`src/rgps_ram.sv`:
```
// ----------------------------------------------------------------------------
// rgps_ram
// Generic simple dual-port RAM: one write port, one read port with a
// registered read.
// ----------------------------------------------------------------------------
module rgps_ram #(
	parameter int WIDTH = 8,
	parameter int DEPTH = 16
) (
	input  logic                     clk,
	input  logic                     we,
	input  logic [$clog2(DEPTH)-1:0] waddr,
	input  logic [WIDTH-1:0]         wdata,
	input  logic                     re,
	input  logic [$clog2(DEPTH)-1:0] raddr,
	output logic [WIDTH-1:0]         rdata
);

	logic [WIDTH-1:0] mem [DEPTH];

	always_ff @(posedge clk) begin
		if (we) begin
			mem[waddr] <= wdata;
		end
		if (re) begin
			rdata <= mem[raddr];
		end
	end

endmodule

```
`config.mk`:
```
export PLATFORM = sky130hd
export DESIGN_NAME = rgps_ram
export DESIGN_NICKNAME = d
export VERILOG_FILES = /design/src/rgps_ram.sv
export SDC_FILE = /design/constraint.sdc
export NUM_CORES = 1
export LEC_CHECK = 0
export ABC_CLOCK_PERIOD_IN_PS = 1900
export BUFFER_PORTS_ARGS = -buffer_cell sky130_fd_sc_hd__buf_2
export CORE_MARGIN = 4
export CORE_UTILIZATION = 30
export CTS_BUF_LIST = sky130_fd_sc_hd__clkbuf_16
export DETAILED_ROUTE_END_ITERATION = 7
export GPL_TIMING_DRIVEN = 0
export PLACE_DENSITY_LB_ADDON = 0.25
export SLEW_MARGIN = 5
export SYNTH_ARGS = -nofsm -noshare
export SYNTH_HDL_FRONTEND = slang
export SYNTH_SLANG_ARGS = --single-unit
```
`constraint.sdc`:
```
create_clock -name clk -period 1.9 [get_ports clk]
set_input_delay 0.475 -clock clk [delete_from_list [all_inputs] [get_ports clk]]
set_output_delay 0.475 -clock clk [all_outputs]
set_load 0.01 [all_outputs]
```
==> flow_summary.json <==
{
  "gr-usage-all-layers_pct": 11.88,
  "hpwl_um": 6963,
  "min_period_over_period_pct": 93.84,
  "io_buffers": 25,
  "synth.distinct_cells": 18,
  "avgSynthCellArea_sq_um": 22.83,
  "crit_slowest_cell": "nor2_1",
  "cts_made_buffers": 17,
  "n_antenna_cell": 0,
  "netlist_top_cells_area": "edfxtp_1, mux4_2, mux4_1",
  "outcome": "completed",
  "clock_power_share_pct": 47.9,
  "synth.most_common_cell": "edfxtp_1",
  "switching_share_pct": 18.92,
  "synth_top_area_cell": "edfxtp_1",
  "critical_path_class": "in -> reg",
  "min_path_type": "in -> reg",
  "nNetsFinal": 292,
  "worst_setup_path_end_kind": "flop",
  "die_x_um": 140.0,
  "drt-total-wl_um": 10820,
  "ant_nets": 0,
  "syn_nets": 248,
  "drt_iter0_markers": 144,
  "synth_common_cells": "edfxtp_1, mux4_2, a22oi_1",
  "ys_warn_count": 0,
  "power.density_nw_per_um2": 1141,
  "ir_drop_mv": 0.6438,
  "yosysSeqAreaShare_pct": 78.12,
  "drive_above_1_share_pct": 29.02,
  "final_cells": 511,
  "gp_congestion": 0.7685,
  "crit_arrival_ns": 1.82,
  "crit_path_cell_trace": "buf_2, or3b_2, nor2_1",
  "cts_setup_buffers": 0,
  "final_util_pct": 36.49,
  "synth_ff_type": "edfxtp_1",
  "clkSinkCount": 136,
  "drt-wirelength-per-cell_um": 21.17,
  "grt_pass1_vias": 2488,
  "cts-htree-levels": 4,
  "grt_max_degree": 17,
  "p_sw_mw": 1.353,
  "p_leak_nw": 2.078,
  "rsz0062_at_grt": "false",
  "overflow": 0,
  "drc_errors": 0,
  "cts.clk_slew.worst_paths_ns": 0.05,
  "dr.pass1.iters": 4,
  "grt_pass1_wl_um": 16170,
  "worst_pin_slew_ns": 1.238,
  "cts-root-buf": "clkbuf_16",
  "synthArstFlopShare_pct": 0,
  "clockBufferDepth": 2,
  "p_int_mw": 5.798,
  "ios": 27,
  "cts.hold.buffers_added": 0,
  "die_y_um": 140.0,
  "vias": 2398,
  "p_total_mw": 7.151,
  "period_minus_slack_ns": 1.783,
  "drv_slew": 0,
  "power_frac_comb_pct": 4.7,
  "via_per_inst": 4.693,
  "num_rows": 48,
  "cts_resized": 0,
  "yosysTopAreaCellShare_pct": 78.12,
  "slowest_delay_ns": 0.69,
  "synth-edff-count": 136,
  "start_util_pct": 30.43,
  "die-area_sq_um": 19600,
  "area_growth_pct": 19.89,
  "tritoncts": "built",
  "setup_viol": 0,
  "relSlewSlack_pct": 16.82,
  "hold_viol_final": 0,
  "synthesis.area_sq_um": 5228,
  "regToRegSetupSlack_ns": 0.29,
  "core_sq_um": 17180,
  "worstSetupStartpointType": "primary input",
  "synth_seq_cells": 136,
  "max-cap-violations": 0,
  "cp_max_fo": 8,
  "timing.fmax_mhz": 560.9,
  "skew_ns": 0.005490,
  "crit_required_ns": 1.94,
  "synthCells": 229,
  "p_seq_share_pct": 47.5,
  "antenna_found_initial": 0,
  "dp_cells": 479,
  "worstSkewPairLatency_ns": 0.42
}
worst paths after layout:
check,start,to,cells after the start
min reg2reg,mem[8][1],rdata[1],3
min,re,rdata[4],1
max reg2reg,mem[5][0],rdata[0],3
max,waddr[2],mem[2][2],3
cell usage in the layout, fill, tap and decap left out, drive strengths merged, types with 5 or more instances in the layout:
cell type	n
buf	32
a22oi	16
clkinv	6
edfxtp	136
mux4	32
nor2	13
bufinv	5
clkbuf	17
nand2	9
state kept, by name (all words and copies together) (netlist names):
name and flops:
mem 128, rdata 8
kinds of logic after synthesis:
group / count (synthesis) / synth area share [%]
AO/OA/AOI/OAI: 16 / 2.298
buffers and inverters: 10 / 1.651
flip-flops: 136 / 78.12
multiplexers: 32 / 14.79
AND/OR/NAND/NOR: 35 / 3.136
final cells by class:
type                            instances  area (sq um)
Tap cell                              225         281.5
Sequential cell                       136          4084
Timing Repair Buffer                   25         125.1
Multi-Input combinational cell         83          1072
Fill cell                            1611         10910
Buffer                                 10         86.33
Clock buffer                           17         425.4
Clock inverter                         15         192.7
routing by layer:
metal / part of all wire (%) / vias to the layer above / GRT usage (%) / wire [um]
met3: 7.0 / 13 / 4.438 / 754
met5: 0 / - / 0 / 0
li1: - / 1071 / - / -
met2: 49 / 67 / 17.93 / 5263
met1: 43 / 1247 / 15.66 / 4646
met4: 1.4 / 0 / 4.589 / 153
stage by stage:
step / setup WS (ns) / hold WS [ns] / instance area [sq um] / TNS, ns
final: 0.1170 / 0.4055 / 6267 / 0
after global routing: 0.03025 / 0.3933 / 6267 / 0
after CTS: 0.07489 / 0.3881 / 6262 / 0
after detailed placement: -0.3686 / 0.7502 / 5644 / -18.90
after global placement: -0.3903 / 0.7417 / 5639 / -19.62
after floorplan: 0.1426 / 0.5739 / 5233 / 0
power by group through the flow:
stage	sequential, mW	combinational, mW	clock [mW]
floorplan	3.46	0.171	0
global placement	3.45	0.334	0
detailed placement	3.46	0.341	0
CTS	3.40	0.341	3.49
global route	3.40	0.363	3.65
finish	3.40	0.333	3.42
worst max-delay path, delay by kind of cell:
family | cells | cell delay, ns
buf+inv | 1 | 0.13
simple gates | 2 | 1.21
Power figures use the tool's default switching activity.
