$ cat config.mk
export PLATFORM = sky130hd
export DESIGN_NAME = rgps_dist
export DESIGN_NICKNAME = d
export VERILOG_FILES = /design/src/rgps_pkg.sv /design/src/rgps_dist.sv
export SDC_FILE = /design/constraint.sdc
export NUM_CORES = 2
export LEC_CHECK = 0
export ABC_AREA = 1
export BUFFER_PORTS_ARGS = -buffer_cell sky130_fd_sc_hd__buf_2
export CAP_MARGIN = 25
export CELL_PAD_IN_SITES_DETAIL_PLACEMENT = 0
export CELL_PAD_IN_SITES_GLOBAL_PLACEMENT = 2
export CORE_AREA = 5 5 538 540
export CTS_CLUSTER_DIAMETER = 120
export DETAILED_ROUTE_END_ITERATION = 12
export DIE_AREA = 0 0 543 545
export GPL_TIMING_DRIVEN = 0
export PLACE_DENSITY_LB_ADDON = 0.1
export RECOVER_POWER = 50
export SYNTH_ARGS = -nofsm -noshare
export SYNTH_HDL_FRONTEND = slang
export SYNTH_SLANG_ARGS = --single-unit
$ cat constraint.sdc
create_clock -name clk -period 3.8 [get_ports clk]
set_input_delay 0.19 -clock clk [delete_from_list [all_inputs] [get_ports clk]]
set_output_delay 0.19 -clock clk [all_outputs]
set_load 0.005 [all_outputs]
$ cat src/rgps_pkg.sv
// ----------------------------------------------------------------------------
// rgps_pkg
// Shared constants, types and state codes of the radius greedy point
// subsampler.
// ----------------------------------------------------------------------------
package rgps_pkg;

	localparam int MAX_NODES = 2048;
	localparam int ADDR_W    = $clog2(MAX_NODES);
	localparam int CNT_W     = $clog2(MAX_NODES + 1);
	localparam int COORD_W   = 24;
	localparam int TAG_W     = 32;
	localparam int RADIUS_W  = 16;
	localparam int R2_W      = 2 * RADIUS_W;
	localparam int SQ_W      = 2 * COORD_W + 1;
	localparam int D2_W      = SQ_W + 2;
	localparam int NODE_W    = 3 * COORD_W + TAG_W;

	localparam logic [RADIUS_W-1:0] RADIUS_RESET = 16'd557;

	typedef logic signed [COORD_W-1:0] coord_t;
	typedef logic [TAG_W-1:0]          tag_t;
	typedef logic [ADDR_W-1:0]         addr_t;
	typedef logic [CNT_W-1:0]          cnt_t;
	typedef logic [RADIUS_W-1:0]       radius_t;
	typedef logic [R2_W-1:0]           r2_t;

	typedef struct packed {
		coord_t x;
		coord_t y;
		coord_t z;
		tag_t   tag;
	} node_t;

	typedef struct packed {
		logic busy;
		logic hit;
	} dist_stat_t;

	typedef enum logic [1:0] {
		ST_IDLE,
		ST_SCAN,
		ST_FINISH
	} state_t;

endpackage

$ cat src/rgps_dist.sv
// ----------------------------------------------------------------------------
// rgps_dist
// Two-stage squared distance unit: per-axis squares, then sum and compare
// against the squared radius.
// ----------------------------------------------------------------------------
module rgps_dist (
	input  logic                clk,
	input  logic                arst_n,
	input  logic                flush,
	input  logic                vld,
	input  rgps_pkg::coord_t    cand_x,
	input  rgps_pkg::coord_t    cand_y,
	input  rgps_pkg::coord_t    cand_z,
	input  rgps_pkg::node_t     node,
	input  rgps_pkg::r2_t       r2,
	output rgps_pkg::dist_stat_t stat
);
	import rgps_pkg::*;

	logic signed [COORD_W:0]     dx, dy, dz;
	logic signed [2*COORD_W+1:0] sqx, sqy, sqz;
	logic [SQ_W-1:0]             sq_x_s1, sq_y_s1, sq_z_s1;
	logic                        vld_s1, vld_s2;
	logic                        near_s2;
	logic [D2_W-1:0]             d2;

	always_comb begin
		dx  = $signed({cand_x[COORD_W-1], cand_x}) - $signed({node.x[COORD_W-1], node.x});
		dy  = $signed({cand_y[COORD_W-1], cand_y}) - $signed({node.y[COORD_W-1], node.y});
		dz  = $signed({cand_z[COORD_W-1], cand_z}) - $signed({node.z[COORD_W-1], node.z});
		sqx = dx * dx;
		sqy = dy * dy;
		sqz = dz * dz;
	end

	assign d2 = D2_W'(sq_x_s1) + D2_W'(sq_y_s1) + D2_W'(sq_z_s1);

	always_ff @(posedge clk) begin
		sq_x_s1 <= SQ_W'(sqx);
		sq_y_s1 <= SQ_W'(sqy);
		sq_z_s1 <= SQ_W'(sqz);
		near_s2 <= d2 < D2_W'(r2);
	end

	always_ff @(posedge clk or negedge arst_n) begin
		if (!arst_n) begin
			vld_s1 <= 1'b0;
			vld_s2 <= 1'b0;
		end else begin
			vld_s1 <= vld && !flush;
			vld_s2 <= vld_s1 && !flush;
		end
	end

	assign stat.busy = vld_s1 | vld_s2;
	assign stat.hit  = vld_s2 & near_s2;

endmodule

==> metrics <==
status finished with violations; maxcap violations 0; gr usage total 19.8%; clk slew on worst S/H paths 70 ps; violated checks setup timing; Worst-Skew Late Latency 450 ps; drt first pass iters 7; initial antenna violation count 5; RSZ-0062 raised after global routing true; Post-synth EDFFs 0; Fin. Hold Viols 0; hpwl dp 250 mm; global-route wire length before repair 433 mm; most used cell, CP fa_1; vias in the first global route 65800; most common flop cell mapped by yosys dfxtp_1; Die Y 545 um; drt drc 0; gp weighted congestion 0.854; Tmin final 7610 ps; Hold Crit Class in2reg; Die X 543 um; clock buffer depth 2; full die area 296000 sq um; post-route ant nets 0; Critical Path RT 4150 ps; CTS Buf Count 17; core box area 284000 sq um; async set or reset register ratio after synthesis 1.36%; number of H-tree levels 4; post-synthesis sequential area ratio 4.02%; nature of the critical path startpoint input port; Nets 12100; Max stage delay on crit path 720 ps; transition time of the tightest slew-check pin 1060 ps; Synth Instances 8665; FF+latch count, synth 147; Area Growth Syn to Fin 31.2%; relative slew slack 29.1%; Worst path top cell family by delay adder cells; Initial Utilization 25.9%; Unique masters post-synth 58; synthesized area 73400 sq um; clk root buf clkbuf_16; Buf/Inv on CP 12; final worst slack -3810 ps; syn avg cell area 8.48 sq um; commonest non-fill, non-tap cell in the layout inv_1; I/O pin cnt 214; CTS tree done; Worst Clk Skew 10.5 ps; Via Count 58000; WL per Instance 21.8 um; CP Class in2reg; Routed WL 289 mm; Final Util 33.9%; clock sink total 147; initial DRC count 2933; fin cells 13300; yosys synthesis warning count 0; fmax 131 MHz; crit path DAT 7960 ps; critical-path maximum fanout 10; Row Count 196; max-slew violations 0; crit end category flop; # placed instances 12600; routed vias/inst 4.37; grt ovf 0; Final Cycle Share 200%; slowest CP cell fa_2; most frequent cells in the layout inv_1, fa_1, nand2_1; I/O Buffers 181; pin count of the biggest net entering global routing 17; layout cells sized above 1 27.1%; Final setup viols 133
==> path summary, 6_finish.rpt <==
kind                            start          end  slack (ps)  cells past startpoint
setup / recovery            cand_x[0]  sq_x_s1[45]       -3810                     36
hold / removal                  flush       vld_s2         430                      3
setup reg to reg           sq_z_s1[5]      near_s2       -1540                     22
hold reg to reg                vld_s1       vld_s2         500                      2
max in group asynchronous      arst_n       vld_s2        3100                      3
min in group asynchronous      arst_n       vld_s1         580                      3
==> state kept, by name, indices dropped and copies added, names as in the netlist <==
| signal | flops |
|---|---|
| near_s2 | 1 |
| sq_x_s1 | 48 |
| sq_y_s1 | 48 |
| sq_z_s1 | 48 |
| vld_s1 | 1 |
| vld_s2 | 1 |
==> synth_stat cells, types with 5 or more instances <==
| cell | number | area share, % |
|---|---|---|
| nand3_1 | 150 | 1.0 |
| a211oi_1 | 7 | 0.072 |
| nand2_2 | 13 | 0.11 |
| a21boi_0 | 19 | 0.19 |
| xor2_1 | 143 | 1.7 |
| and2_1 | 6 | 0.051 |
| ha_1 | 573 | 9.8 |
| clkbuf_1 | 58 | 0.30 |
| o21ai_0 | 146 | 0.99 |
| nand4_1 | 38 | 0.32 |
| clkinv_1 | 16 | 0.082 |
| fa_1 | 1851 | 50 |
| buf_2 | 66 | 0.45 |
| o221ai_1 | 7 | 0.083 |
| xnor2_1 | 99 | 1.2 |
| o211ai_1 | 12 | 0.12 |
| a31oi_1 | 46 | 0.39 |
| xor2_2 | 10 | 0.22 |
| o21bai_1 | 35 | 0.36 |
| o21ai_1 | 12 | 0.082 |
| nand3b_1 | 6 | 0.061 |
| nand2_1 | 1213 | 6.2 |
| o31ai_1 | 5 | 0.051 |
| o21a_1 | 11 | 0.11 |
| inv_1 | 2515 | 13 |
| inv_2 | 24 | 0.12 |
| a21oi_1 | 289 | 2.0 |
| nor4_1 | 18 | 0.15 |
| nor2_1 | 981 | 5.0 |
| a21oi_2 | 7 | 0.083 |
| or2_2 | 14 | 0.12 |
| nor2_2 | 5 | 0.043 |
| dfxtp_1 | 145 | 4.0 |
| nor3_1 | 44 | 0.30 |
| buf_4 | 7 | 0.072 |
| a21o_1 | 35 | 0.36 |
==> cells by family (layout without fill, tap and decap cells) <==
| kind of cell | count (synthesis) | in the layout | share of synthesized area (%) |
|---|---|---|---|
| buffers and inverters | 2689 | 3531 | 13.9 |
| other | 2 | 5 | 0.0102 |
| AO/OA/AOI/OAI | 647 | 647 | 5.11 |
| AND/OR/NAND/NOR | 2498 | 2499 | 13.5 |
| flip-flops | 147 | 147 | 4.02 |
| adder cells (fa/ha/maj) | 2424 | 2424 | 60.2 |
| multiplexers | 1 | 1 | 0.0136 |
| XOR/XNOR | 257 | 257 | 3.25 |
==> through the flow <==
step	setup TNS (ps)	cell area [sq um]	hold slack (ps)	setup WS (ps)
after detailed placement	-622430	81600	-20.2	-5800
after CTS	-385830	94200	395	-3840
after floorplan	-358530	75600	-106	-3440
final	-393980	96300	431	-3810
after global routing	-426910	96300	430	-4150
after global placement	-722060	81200	-25.4	-6530
==> metal layers <==
metal | vias to the layer above | part of all wire (%) | global-route usage [%]
met4 | 0 | 1.3 | 2.39
met5 | - | 0 | 0
met1 | 30100 | 48 | 28.9
met3 | 125 | 3.5 | 1.42
li1 | 26800 | - | -
met2 | 987 | 47 | 33.0
==> layout make-up <==
cell class | instances | area, sq um
flip-flops and latches | 147 | 2950
clock buffers | 18 | 439
well taps | 3762 | 4710
plain buffers | 133 | 1810
repair buffers | 811 | 6970
fillers | 30000 | 188000
diodes | 2 | 5.00
multi-input cells | 5831 | 69400
inverters | 2555 | 9950
clock inverters | 14 | 151
==> worst reg2reg max path: cells and delay by family, from the launching register on <==
family	cells	cell delay [ps]
adder cells (fa/ha/maj)	3	1260
buffers and inverters	1	60
AO/OA/AOI/OAI	3	360
XOR/XNOR	1	580
flip-flops	1	570
AND/OR/NAND/NOR	14	2330
==> what timing repair did <==
item,CTS,global route
hold endpoints to repair,4,0
resized for setup,1913,340
buffers inserted,489,114
cloned,5,0
hold buffers,4,0
setup endpoints to repair,136,133
pin swaps,685,385
Power is left out: the tool's default activity adds up to more than one toggle a clock period on the data nets, which glitch-free logic cannot reach.
